## src/sv/rhp_pkg.sv

```systemverilog
`timescale 1ns / 1ps

package rhp_pkg;

  typedef struct packed {
    logic [7:0] data_byte;
    logic       last_byte;
  } item_t;

  typedef enum logic [1:0] {
    KIND_HEADER  = 2'd0,
    KIND_SOURCE  = 2'd1,
    KIND_PAYLOAD = 2'd2,
    KIND_END     = 2'd3
  } kind_t;

  typedef enum logic [1:0] {
    STATUS_OK        = 2'd0,
    STATUS_TRUNCATED = 2'd1,
    STATUS_EXTENSION = 2'd2
  } status_t;

  typedef enum logic [1:0] {
    PH_HEADER  = 2'd0,
    PH_SOURCES = 2'd1,
    PH_PAYLOAD = 2'd2
  } phase_t;

  typedef struct packed {
    kind_t       kind;
    logic [1:0]  version;
    logic        padding;
    logic        marker;
    logic [6:0]  payload_type;
    logic [3:0]  source_count;
    logic [15:0] sequence_res;
    logic [31:0] timestamp;
    logic [31:0] source_id;
    logic [7:0]  payload_value;
    status_t     status;
    logic        last;
  } result_t;

  typedef struct packed {
    logic [1:0] count;
    result_t    first;
    result_t    second;
  } push_t;

  localparam int RHP_FIFO_DEPTH = 4;
  localparam logic [3:0] HDR_LAST_POS = 4'd11;
  localparam logic [3:0] WORD_BYTES = 4'd4;

endpackage

```

## src/sv/rhp_out_fifo.sv

```systemverilog
`timescale 1ns / 1ps

module rhp_out_fifo #(
  parameter int DEPTH = rhp_pkg::RHP_FIFO_DEPTH
) (
  input  logic             clk,
  input  logic             rst,
  input  rhp_pkg::push_t   push,
  output logic             room,
  output logic             valid,
  input  logic             pop,
  output rhp_pkg::result_t head
);
  import rhp_pkg::*;

  localparam int PW = (DEPTH > 1) ? $clog2(DEPTH) : 1;
  localparam int CW = $clog2(DEPTH + 1);

  result_t         entries [DEPTH];
  logic [PW-1:0]   wr_ptr;
  logic [PW-1:0]   wr_ptr2;
  logic [PW-1:0]   rd_ptr;
  logic [CW-1:0]   count;

  function automatic logic [PW-1:0] bump(input logic [PW-1:0] p);
    return (p == PW'(DEPTH - 1)) ? '0 : p + 1'b1;
  endfunction

  assign wr_ptr2 = bump(wr_ptr);
  assign room    = count <= CW'(DEPTH - 2);
  assign valid   = count != '0;
  assign head    = entries[rd_ptr];

  always_ff @(posedge clk) begin
    if (push.count != 2'd0) begin
      entries[wr_ptr] <= push.first;
    end
    if (push.count == 2'd2) begin
      entries[wr_ptr2] <= push.second;
    end
  end

  always_ff @(posedge clk) begin
    if (rst) begin
      wr_ptr <= '0;
      rd_ptr <= '0;
      count  <= '0;
    end else begin
      unique case (push.count)
        2'd0:    wr_ptr <= wr_ptr;
        2'd1:    wr_ptr <= wr_ptr2;
        default: wr_ptr <= bump(wr_ptr2);
      endcase
      if (pop) begin
        rd_ptr <= bump(rd_ptr);
      end
      count <= count + CW'(push.count) - CW'(pop);
    end
  end

endmodule

```

## src/sv/rtp_header_parser.sv

```systemverilog
`timescale 1ns / 1ps

// Channel   Direction  Handshake            Payload
// input     in         in_valid / in_stall  item   (one packet byte, last mark)
// output    out        out_valid/out_stall  result (header, source, byte, end)
//
// One byte is taken per cycle while in_stall is low; a byte passes an input
// register and is parsed from there, once the queue has room, into a small
// output queue, which holds up to four results. A byte that gives two results
// pushes both at once. Reset is synchronous, empties the queue and returns the
// parser to the start of a packet. Input stall rises while the input register
// holds a byte and the queue has fewer than two free places.

module rtp_header_parser #(
  parameter int FIFO_DEPTH = rhp_pkg::RHP_FIFO_DEPTH
) (
  input  logic             clk,
  input  logic             rst,
  input  logic             in_valid,
  output logic             in_stall,
  input  rhp_pkg::item_t   item,
  output logic             out_valid,
  input  logic             out_stall,
  output rhp_pkg::result_t result
);
  import rhp_pkg::*;

  item_t       in_q;
  logic        in_full;
  logic        in_full_next;
  logic        advance;
  logic        room;

  phase_t      phase;
  phase_t      phase_next;
  phase_t      phase_after;
  logic [3:0]  byte_position;
  logic [3:0]  byte_position_next;
  logic [3:0]  pos_inc;
  logic [15:0] first_header_word;
  logic [15:0] first_header_word_next;
  logic [15:0] held_sequence;
  logic [15:0] held_sequence_next;
  logic [31:0] held_timestamp;
  logic [31:0] held_timestamp_next;
  logic [31:0] word_shift;
  logic [31:0] word_shift_next;
  logic [31:0] ws_shift;
  logic [3:0]  sources_left;
  logic [3:0]  sources_left_next;
  logic [3:0]  cc;
  logic        drop_rest;
  logic        drop_rest_next;
  logic        word_done;
  result_t     end_res;
  push_t       push;

  assign advance  = in_full && room;
  assign in_stall = in_full && !room;

  always_comb begin
    in_full_next = in_full;
    if (in_valid && !in_stall) begin
      in_full_next = 1'b1;
    end else if (advance) begin
      in_full_next = 1'b0;
    end
  end

  always_ff @(posedge clk) begin
    if (in_valid && !in_stall) begin
      in_q <= item;
    end
  end

  assign ws_shift = {word_shift[23:0], in_q.data_byte};
  assign pos_inc  = byte_position + 4'd1;
  assign cc       = first_header_word[11:8];

  always_comb begin
    phase_next             = phase;
    phase_after            = phase;
    byte_position_next     = byte_position;
    first_header_word_next = first_header_word;
    held_sequence_next     = held_sequence;
    held_timestamp_next    = held_timestamp;
    word_shift_next        = word_shift;
    sources_left_next      = sources_left;
    drop_rest_next         = drop_rest;
    word_done              = 1'b0;
    push                   = '0;
    end_res                = '0;
    end_res.kind           = KIND_END;
    end_res.last           = 1'b1;

    if (advance) begin
      if (drop_rest) begin
        if (in_q.last_byte) begin
          drop_rest_next     = 1'b0;
          phase_next         = PH_HEADER;
          byte_position_next = '0;
        end
      end else begin
        unique case (phase)
          PH_SOURCES: begin
            word_shift_next    = ws_shift;
            byte_position_next = pos_inc;
            word_done          = pos_inc >= WORD_BYTES;
            if (word_done) begin
              push.count           = 2'd1;
              push.first.kind      = KIND_SOURCE;
              push.first.source_id = ws_shift;
              byte_position_next   = '0;
              sources_left_next    = sources_left - 4'd1;
              if (sources_left_next == '0) begin
                phase_after = PH_PAYLOAD;
              end
            end
            phase_next = phase_after;
            if (in_q.last_byte) begin
              end_res.status = (phase_after == PH_SOURCES) ? STATUS_TRUNCATED : STATUS_OK;
              if (word_done) begin
                push.count  = 2'd2;
                push.second = end_res;
              end else begin
                push.count = 2'd1;
                push.first = end_res;
              end
              phase_next         = PH_HEADER;
              byte_position_next = '0;
            end
          end
          PH_PAYLOAD: begin
            push.count               = 2'd1;
            push.first.kind          = KIND_PAYLOAD;
            push.first.payload_value = in_q.data_byte;
            if (in_q.last_byte) begin
              push.count         = 2'd2;
              push.second        = end_res;
              phase_next         = PH_HEADER;
              byte_position_next = '0;
            end
          end
          default: begin
            if (byte_position < 4'd2) begin
              first_header_word_next = {first_header_word[7:0], in_q.data_byte};
            end else if (byte_position < 4'd4) begin
              held_sequence_next = {held_sequence[7:0], in_q.data_byte};
            end else if (byte_position < 4'd8) begin
              held_timestamp_next = {held_timestamp[23:0], in_q.data_byte};
            end else begin
              word_shift_next = ws_shift;
            end

            if (byte_position < HDR_LAST_POS) begin
              byte_position_next = pos_inc;
              if (in_q.last_byte) begin
                end_res.status     = STATUS_TRUNCATED;
                push.count         = 2'd1;
                push.first         = end_res;
                phase_next         = PH_HEADER;
                byte_position_next = '0;
              end
            end else if (first_header_word[12]) begin
              end_res.status     = STATUS_EXTENSION;
              push.count         = 2'd1;
              push.first         = end_res;
              phase_next         = PH_HEADER;
              byte_position_next = '0;
              drop_rest_next     = !in_q.last_byte;
            end else begin
              push.count              = 2'd1;
              push.first.kind         = KIND_HEADER;
              push.first.version      = first_header_word[15:14];
              push.first.padding      = first_header_word[13];
              push.first.marker       = first_header_word[7];
              push.first.payload_type = first_header_word[6:0];
              push.first.source_count = cc;
              push.first.sequence_res = held_sequence;
              push.first.timestamp    = held_timestamp;
              push.first.source_id    = ws_shift;
              sources_left_next       = cc;
              byte_position_next      = '0;
              word_shift_next         = '0;
              phase_next              = (cc != '0) ? PH_SOURCES : PH_PAYLOAD;
              if (in_q.last_byte) begin
                end_res.status = (cc != '0) ? STATUS_TRUNCATED : STATUS_OK;
                push.count     = 2'd2;
                push.second    = end_res;
                phase_next     = PH_HEADER;
              end
            end
          end
        endcase
      end
    end
  end

  always_ff @(posedge clk) begin
    if (rst) begin
      in_full           <= 1'b0;
      phase             <= PH_HEADER;
      byte_position     <= '0;
      first_header_word <= '0;
      held_sequence     <= '0;
      held_timestamp    <= '0;
      word_shift        <= '0;
      sources_left      <= '0;
      drop_rest         <= 1'b0;
    end else begin
      in_full           <= in_full_next;
      phase             <= phase_next;
      byte_position     <= byte_position_next;
      first_header_word <= first_header_word_next;
      held_sequence     <= held_sequence_next;
      held_timestamp    <= held_timestamp_next;
      word_shift        <= word_shift_next;
      sources_left      <= sources_left_next;
      drop_rest         <= drop_rest_next;
    end
  end

  rhp_out_fifo #(
    .DEPTH(FIFO_DEPTH)
  ) u_out_fifo (
    .clk  (clk),
    .rst  (rst),
    .push (push),
    .room (room),
    .valid(out_valid),
    .pop  (out_valid && !out_stall),
    .head (result)
  );

endmodule

```

## config.mk

```make
export PLATFORM = sky130hd
export DESIGN_NAME = rtp_header_parser
export DESIGN_NICKNAME = d
export VERILOG_FILES = /design/src/sv/rhp_pkg.sv /design/src/sv/rhp_out_fifo.sv /design/src/sv/rtp_header_parser.sv
export SDC_FILE = /design/constraint.sdc
export NUM_CORES = 1
export LEC_CHECK = 0
export ABC_AREA = 0
export BUFFER_PORTS_ARGS = -buffer_cell sky130_fd_sc_hd__buf_4
export CAP_MARGIN = 20
export CORE_MARGIN = 2
export CORE_UTILIZATION = 55
export CTS_CLUSTER_SIZE = 12
export DETAILED_ROUTE_END_ITERATION = 7
export PLACE_DENSITY = 0.76
export SETUP_SLACK_MARGIN = 0.15
export SYNTH_ARGS = -nofsm -noshare
export SYNTH_HDL_FRONTEND = slang
export SYNTH_SLANG_ARGS = --single-unit
```

## constraint.sdc

```tcl
create_clock -name clk -period 2.8 [get_ports clk]
set_input_delay 0.56 -clock clk [delete_from_list [all_inputs] [get_ports clk]]
set_output_delay 0.56 -clock clk [all_outputs]
set_load 0.02 [all_outputs]
```

* Yosys cells after proc, flatten, opt, wreduce, memory -nomap -nowiden *
Memories as Yosys holds them, arrays and structs flattened. A register that Yosys moved wholly into a read port is not among the register bits.
Cells that the tools add are included.

storage, ports and cells
  input port bits = 13
  word-level logic and storage cells = 135
  flip-flop bits (word level) = 124
  memories = 1
  memory bits (writable) = 432

operators by class
  equality and inequality tests = 11
  add/sub/neg operators = 7
  magnitude comparators = 6
  bitwise logic cells = 5
  mux-type cells = 71
  reduce and logical (&&, ||, !) cells = 20

memories
  name                words  width  read ports  clocked after Yosys merged registers in  write ports  RTL line            source
  u_out_fifo.entries  4      108    1           1                                        2            rhp_out_fifo.sv:19  result_t entries [DEPTH];

operators with widths
  operator                                                               number
  218-bit two-way mux                                                    3
  108-bit two-way mux                                                    6
  108-bit one-hot mux with 2 select lines                                1
  32-bit two-way mux                                                     6
  95-bit one-hot mux with 2 select lines                                 1
  110-bit two-way mux                                                    1
  109-bit two-way mux                                                    1
  99-bit two-way mux                                                     1
  32-bit one-hot mux with 2 select lines                                 1
  2-bit two-way mux                                                      19
  4-bit two-way mux                                                      9
  4-bit one-hot mux with 2 select lines                                  3
  8-bit one-hot mux with 2 select lines                                  1
  1-bit two-way mux                                                      13
  6-bit AND reduction                                                    2
  2-bit equality test, second input constant                             5
  4-bit < comparator, second input constant                              2
  2-bit one-hot mux with 2 select lines                                  2
  2-bit by 1-bit adder with 2-bit output, second input constant          3
  2-bit by 1-bit equality test with 1-bit output, second input constant  3
  3-bit two-way mux                                                      2
  3-bit one-hot mux with 2 select lines                                  1
  1-bit NOT                                                              5
  5-bit AND reduction                                                    1
  other kinds (20)                                                       28

* Logic depth before layout (Yosys ltp) *
Gate-level depths: netlist of run 1.

  word-level depth = 17
  mapped depth = 16
  mapped depth without buffers = 14

* By module *
Synthesis of run 1 repeated with hierarchy kept, for this count alone.

unflattened totals
  cells, all modules = 1752
  area, all modules = 26421.6 µm²

modules (own cells, without submodules)
  module             area each (µm²)  cells an instance  times used
  rhp_out_fifo       21210.3          1104               1
  rtp_header_parser  5211.2           648                1

* Worst setup path after synthesis of run 1 *
No wires, ideal clock.

  path type = flip-flop to flip-flop
  start point = register byte_position[0]
  end point = register u_out_fifo.count[1]
  path slack = -0.213 ns
  stages on the path, launching flop included = 16
  path buffers = 2
  data arrival time = 2.885 ns
  data required time = 2.672 ns
  library setup time = 0.128 ns
  clock period less this slack = 3.013 ns
  path through = dfxtp_1 -> ha_1 -> buf_2 -> nand2_1 -> nor3_1 -> nor2_1 -> inv_2 -> ha_1 -> a21oi_1 -> a32o_1 -> buf_2 -> or2_2 -> nor2_1 -> ha_1 -> fa_1 -> nor2b_1

between the ends
  cells in the longest elaborated chain, start to end = 9

ends and longest elaborated chain
  element                                                        RTL line                                            source
  from (decl)                                                    rtp_header_parser.sv:37                             logic [3:0] byte_position;
  from (signal assigned)                                         rtp_header_parser.sv:213                            byte_position <= byte_position_next;
  4-bit by 1-bit adder with 4-bit output                         rtp_header_parser.sv:77                             assign pos_inc = byte_position + 4'd1;
  4-bit by 3-bit greater-or-equal comparator with 1-bit output   rtp_header_parser.sv:108                            word_done = pos_inc >= WORD_BYTES;
  3-bit two-way mux / 2-bit two-way mux (equally long branches)  rtp_header_parser.sv:109, rtp_header_parser.sv:122
  218-bit two-way mux                                            rtp_header_parser.sv:120                            if (in_q.last_byte) begin
  4-bit one-hot mux with 2 select lines (*)                      rtp_header_parser.sv:104                            unique case (phase)
  218-bit two-way mux (*)                                        rtp_header_parser.sv:97                             if (drop_rest) begin
  218-bit two-way mux (*)                                        rtp_header_parser.sv:96                             if (advance) begin
  3-bit by 2-bit adder with 3-bit output (*)                     rhp_out_fifo.sv:57                                  count <= count + CW'(push.count) - CW'(pop);
  3-bit by 1-bit subtractor with 3-bit output (*)                rhp_out_fifo.sv:57
  to (signal assigned)                                           rhp_out_fifo.sv:57
  to (decl)                                                      rhp_out_fifo.sv:23                                  logic [CW-1:0] count;

Mark *: on every way between the ends. The rest lies on a longest branch, timed or not.
A chain may end at the register's enable or synchronous reset.

==> out/results.txt, run 1 <==
run status = completed
share of layout cells above drive strength 1 = 0.283
Worst-path clk slew = 0.06 ns
crit-path max FO = 20
clock sinks = 550
commonest non-fill, non-tap cell in the layout = dfxtp_1
vias in the first global route = 16,661
syn avg cell area = 11.9 um2
crit path from = byte_position[1]$_SDFFE_PP0P_
post-synthesis mux area share = 0.114
Area Overhead vs Synth = 26.2%
largest family of logic cells by synthesized area = compound AO/OA/AOI/OAI gates
CTS Hold Buffers Added = 0
CTS tree = yes
critical path data arrival time = 3.28 ns
Max-Cap Viols = 0
Initial Util = 0.557
dpl hpwl = 35.7 mm
Worst Skew = 0.0146 ns
CTS Root Buffer Type = clkbuf_16
synth unique cells = 67
number of synthesized flops with an enable pin = 25
Rel. slew slack = 0.432
fin cells = 2,517
Top delay family on crit path = compound AO/OA/AOI/OAI gates
GRT Util Overall = 0.292
Peak VDD IR = 0.546 mV
worst r2r src = byte_position[1]$_SDFFE_PP0P_
Die Footprint = 40,800 um2
IO Count = 123
DRT antenna net count = 0
min Tclk post-route = 2.74 ns
routed length per instance = 27.9 um
synth warn = 0
clock buffer count from CTS = 54
Multi-input gate area = 9810 um2
RSZ-0062 raised after global routing = true
row count = 72
leakage power = 9.57 nW
Setup CP Type = register to register
critical path's largest stage delay = 0.37 ns
GP Congestion = 0.891
Compound-Gate Fraction of Synth Area = 0.241
Startpoint Class = register
Total Wirelength = 70.2 mm
setup violators final = 0
via count = 17,670
# diodes = 0
clk_lat worst skew = 0.61 ns
Mapped Cells = 1,816
DRT iter0 DRCs = 1,968
DP Cell Count = 2,354
routed vias/inst = 7.02
adder-cell share of the synthesized area = 0.0120
GRT overflow = 0
Core Box Area = 38,600 um2
Post-Synth XOR/XNOR Area = 0.000813
Clock Path Buffers = 3
Crit path top cell by count = ha_4
Max Fclk = 365 MHz
Final period util = 0.979
Reg area = 11,300 um2
endpoint class of the critical path = register
Die Height = 202 um
# port buffers = 122
DR DRC count = 0
filler instances = 2,536
Die Width = 202 um
initial antenna violation count = 0
ys flop type = dfxtp_1
Yosys reg bits = 550
fraction of registers with async set/reset = 0
Final Hold Fails = 0
hold_sp = item[1]
most frequent cells in the layout = dfxtp_1 (520), a32o_1 (284), nand2_1 (193)
CP Buf/Inv Count = 4
synthesized cell area = 21,500 um2
total power draw = 17.3 mW
Slowest-stage cell, CP = dfxtp_4
Required @ worst endpoint = 3.34 ns
sequential cell area fraction in the yosys report = 0.523
Layout Nets = 2,009
global-route wire length before repair = 94.1 mm
crit-path cells = ha_4 -> nand2_4 -> nor3_4 -> nor2_2 -> inv_2 -> ha_4 -> a21oi_2 -> a32o_2 -> buf_6 -> o32ai_4 -> buf_4 -> clkbuf_16 -> a32o_1
Synth Area in Simple Gates = 0.0625
Syn Nets = 1,849
largest net degree at the start of global routing = 75
Detailed Routing Iterations Pass 1 = 8
hold crit path type = primary input to register
pwr/cell area = 635 nW/um2
final slew viol count = 0
worst slew pin tran = 0.852 ns
H-Tree Depth = 2
Yosys cell counts, types with 6 or more instances:
master	number	area (um2)
dfxtp_1	525	10500
a32o_1	285	2850
nand2_1	198	743
o2bb2ai_1	130	1140
mux4_2	108	2430
clkbuf_1	100	375
a21oi_1	89	445
buf_2	49	245
nor2_1	46	173
buf_4	28	210
a22oi_1	26	195
edfxtp_1	25	751
inv_1	25	93.8
ha_1	19	238
buf_1	18	67.6
o21ai_0	13	65.1
nand3_1	10	50.1
nor3_1	9	45.0
nor2b_1	8	50.1
nand2b_1	7	43.8
o21a_1	6	45.0
cell type report:
cell class	instances	area share
timing repair buffer	301	0.139
inverter	26	0.00368
clock buffer	74	0.0562
clock inverter	5	0.00175
tap	518	0.0238
sequential	550	0.415
multi-input combinational	1043	0.361
registers in the layout (all words and copies together), names as in the netlist, named ones only:
name and count:
byte_position 4, word_shift 24, held_timestamp 32, sources_left 4
in_full 1, u_out_fifo.rd_ptr 2, u_out_fifo.count 3, held_sequence 16
drop_rest 1, u_out_fifo.wr_ptr 2, in_q 9, u_out_fifo.entries 432
phase 2, first_header_word 16
per-layer routing:
layer  wire length [um]  GRT usage  vias to the layer above
met4               3130      0.117                        0
met5                  0          0                        -
met2              33400      0.473                     1075
met3               6900     0.0569                      201
li1                   -          -                     7493
met1              26800      0.387                     8901
final timing paths:
path / to / slack [ns] / cells past startpoint
worst max-delay path: u_out_fifo.entries[2][56]$_SDFFE_PP0P_ / 0.06 / 13
worst min-delay path: in_q[1]$_DFFE_PP_ / 0.13 / 1
worst max register to register: u_out_fifo.entries[2][56]$_SDFFE_PP0P_ / 0.06 / 13
worst min register to register: u_out_fifo.entries[2][21]$_SDFFE_PP0P_ / 0.46 / 1
cell families (layout without fill, tap and decap cells):
logic type | after synthesis | count (layout)
AO/OA/AOI/OAI | 601 | 601
flip-flops | 550 | 550
AND/OR/NAND/NOR | 310 | 310
buffers and inverters | 223 | 406
multiplexers | 110 | 110
adder cells (fa/ha/maj) | 20 | 20
XOR/XNOR | 2 | 2
where the power goes:
part	switching (mW)	total (mW)	internal, mW
Clock	2.98	6.74	3.76
Combinational	1.35	2.41	1.06
Sequential	0.147	8.11	7.96
repair_timing:
item	4_1_cts	5_1_grt
pin swaps	6	69
gates cloned	4	47
setup buffers	14	20
endpoints found under the hold margin	0	0
resized for setup	16	111
setup endpoints to repair	523	537
through the flow:
stage / hold WS (ns) / worst slack, ns / instance area, um2 / utilization / TNS (ns)
finish: 0.130 / 0.0584 / 27200 / 0.703 / 0
global route: 0.117 / -0.0405 / 27200 / 0.703 / -0.619
floorplan: 0.427 / 0.00460 / 21600 / - / 0
CTS: 0.112 / 0.106 / 25500 / 0.659 / 0
global placement: 0.439 / 0.0361 / 23500 / 0.609 / 0
detailed placement: 0.441 / -0.0246 / 23500 / 0.609 / -0.0246
Power figures use the tool's default switching activity.
==> run 2, diff against run 1 <==
--- a/config.mk
+++ b/config.mk
@@ -13,6 +13,7 @@
 export CTS_CLUSTER_SIZE = 12
 export DETAILED_ROUTE_END_ITERATION = 7
 export PLACE_DENSITY = 0.76
+export RECOVER_POWER = 50
 export SETUP_SLACK_MARGIN = 0.15
 export SYNTH_ARGS = -nofsm -noshare
 export SYNTH_HDL_FRONTEND = slang
==> out/results.txt, run 2 (synthesis gave the netlist of run 1 again) <==
run status = completed
hold crit path type = primary input to register
DRT antenna net count = 0
endpoint class of the critical path = register
critical path's largest stage delay = 0.37 ns
min Tclk post-route = 2.74 ns
row count = 72
crit-path max FO = 20
RSZ-0062 raised after global routing = true
Die Height = 202 um
hold path depth = 1
fin cells = 2,517
Required @ worst endpoint = 3.34 ns
Register-to-Register Path Depth = 13
DP Cell Count = 2,354
final slew viol count = 0
clk_lat worst skew = 0.61 ns
Largest regs = u_out_fifo.entries x432, held_timestamp x32, word_shift x24
IO Count = 123
commonest non-fill, non-tap cell in the layout = dfxtp_1
initial antenna violation count = 0
clock buffer count from CTS = 54
Die Footprint = 40,800 um2
Final Hold Fails = 0
GRT overflow = 0
crit-path cells = ha_4 -> nand2_4 -> nor3_4 -> nor2_2 -> inv_2 -> ha_4 -> a21oi_2 -> a32o_2 -> buf_6 -> o32ai_4 -> buf_4 -> clkbuf_16 -> a32o_1
clock sinks = 550
Reg area = 11,300 um2
CTS Root Buffer Type = clkbuf_16
routed length per instance = 27.8 um
Initial Util = 0.557
GP Congestion = 0.891
Slowest-stage cell, CP = dfxtp_4
global-route wire length before repair = 94.1 mm
# port buffers = 122
DRT iter0 DRCs = 2,007
Worst Skew = 0.0166 ns
largest net degree at the start of global routing = 75
filler instances = 2,543
Startpoint Class = register
via count = 17,709
# diodes = 0
Crit path top cell by count = ha_4
share of layout cells above drive strength 1 = 0.278
R2R Setup Slk = 0.06 ns
CTS tree = yes
Worst-path clk slew = 0.06 ns
Rel. slew slack = 0.429
Setup CP Type = register to register
Die Width = 202 um
critical path data arrival time = 3.28 ns
GRT Util Overall = 0.292
vias in the first global route = 16,661
pwr/cell area = 635 nW/um2
Multi-input gate area = 9800 um2
Peak VDD IR = 0.545 mV
Largest register FFs = 432
most frequent cells in the layout = dfxtp_1 (520), a32o_1 (284), nand2_1 (193)
H-Tree Depth = 2
setup violators final = 0
design area = 27,100 um2
DR DRC count = 0
Clock Path Buffers = 3
Final TNS setup = 0 ns
WHS = 0.152 ns
Layout Nets = 2,009
Detailed Routing Iterations Pass 1 = 6
worst slew pin tran = 0.857 ns
Area Overhead vs Synth = 26.0%
routed vias/inst = 7.04
dpl hpwl = 35.7 mm
Biggest register = u_out_fifo.entries
Core Box Area = 38,600 um2
Total Wirelength = 70.0 mm
Final period util = 0.979
Max Fclk = 365 MHz
Max-Cap Viols = 0
post-placement cell area = 23,500 um2
leakage power = 9.54 nW
[run 2: cell types whose count changed in the layout (fill, tap and decap cells not counted), moves of 2 or more]
cell | before | now
clkbuf_2 | 0 | 2
and2_1 | 2 | 0
buf_4 | 177 | 163
and2_0 | 0 | 2
clkbuf_4 | 0 | 8
clkbuf_1 | 11 | 16
[run 2: worst max-delay path, delay by kind of cell, from the launching register on]
kind | cells | cell delay (ns)
and+or+nand+nor | 3 | 0.27
buffers and inverters | 4 | 0.66
adders and majority gates | 2 | 0.46
AOI/OAI and AO/OA | 4 | 0.91
DFF | 1 | 0.37
[run 2: path summary, 6_finish.rpt]
path / end / startpoint
min reg2reg: u_out_fifo.entries[3][31]$_SDFFE_PP0P_ / u_out_fifo.entries[3][31]$_SDFFE_PP0P_
max reg2reg: u_out_fifo.entries[2][56]$_SDFFE_PP0P_ / byte_position[1]$_SDFFE_PP0P_
max: u_out_fifo.entries[2][56]$_SDFFE_PP0P_ / byte_position[1]$_SDFFE_PP0P_
min: in_q[1]$_DFFE_PP_ / item[1]
[run 2: layout make-up]
class | count | area share
Multi-Input combinational cell | 1043 | 0.361
Tap cell | 518 | 0.0239
Timing Repair Buffer | 301 | 0.138
Sequential cell | 550 | 0.416
Clock inverter | 5 | 0.00175
Inverter | 26 | 0.00369
Clock buffer | 74 | 0.0563
[run 2: repair_timing]
action,CTS,global route
resized for setup,16,111
hold buffers,0,0
hold endpoints to repair,0,0
setup buffers,14,20
pin swaps,6,69
setup endpoints to repair,523,537
gates cloned,4,47
[run 2: routing by layer]
| metal | wire, um | track usage | vias to the layer above |
|---|---|---|---|
| met3 | 6760 | 0.0569 | 222 |
| met4 | 3270 | 0.117 | 0 |
| met5 | 0 | 0 | - |
| met2 | 33300 | 0.473 | 1095 |
| li1 | - | - | 7498 |
| met1 | 26700 | 0.387 | 8894 |
[run 2: power breakdown]
| group | internal (mW) | switching, mW |
|---|---|---|
| Clock | 3.76 | 2.98 |
| Sequential | 7.96 | 0.145 |
| Combinational | 1.04 | 1.34 |
| Total | 12.8 | 4.47 |
[run 2: per-stage QoR]
| stage | worst slack [ns] | total power, mW | util |
|---|---|---|---|
| finish | 0.0595 | 17.2 | 0.702 |
| CTS | 0.106 | 16.9 | 0.659 |
| global route | -0.0407 | 17.7 | 0.702 |
| global placement | 0.0361 | 10.1 | 0.609 |
| floorplan | 0.00460 | 9.43 | - |
| detailed placement | -0.0246 | 10.1 | 0.609 |
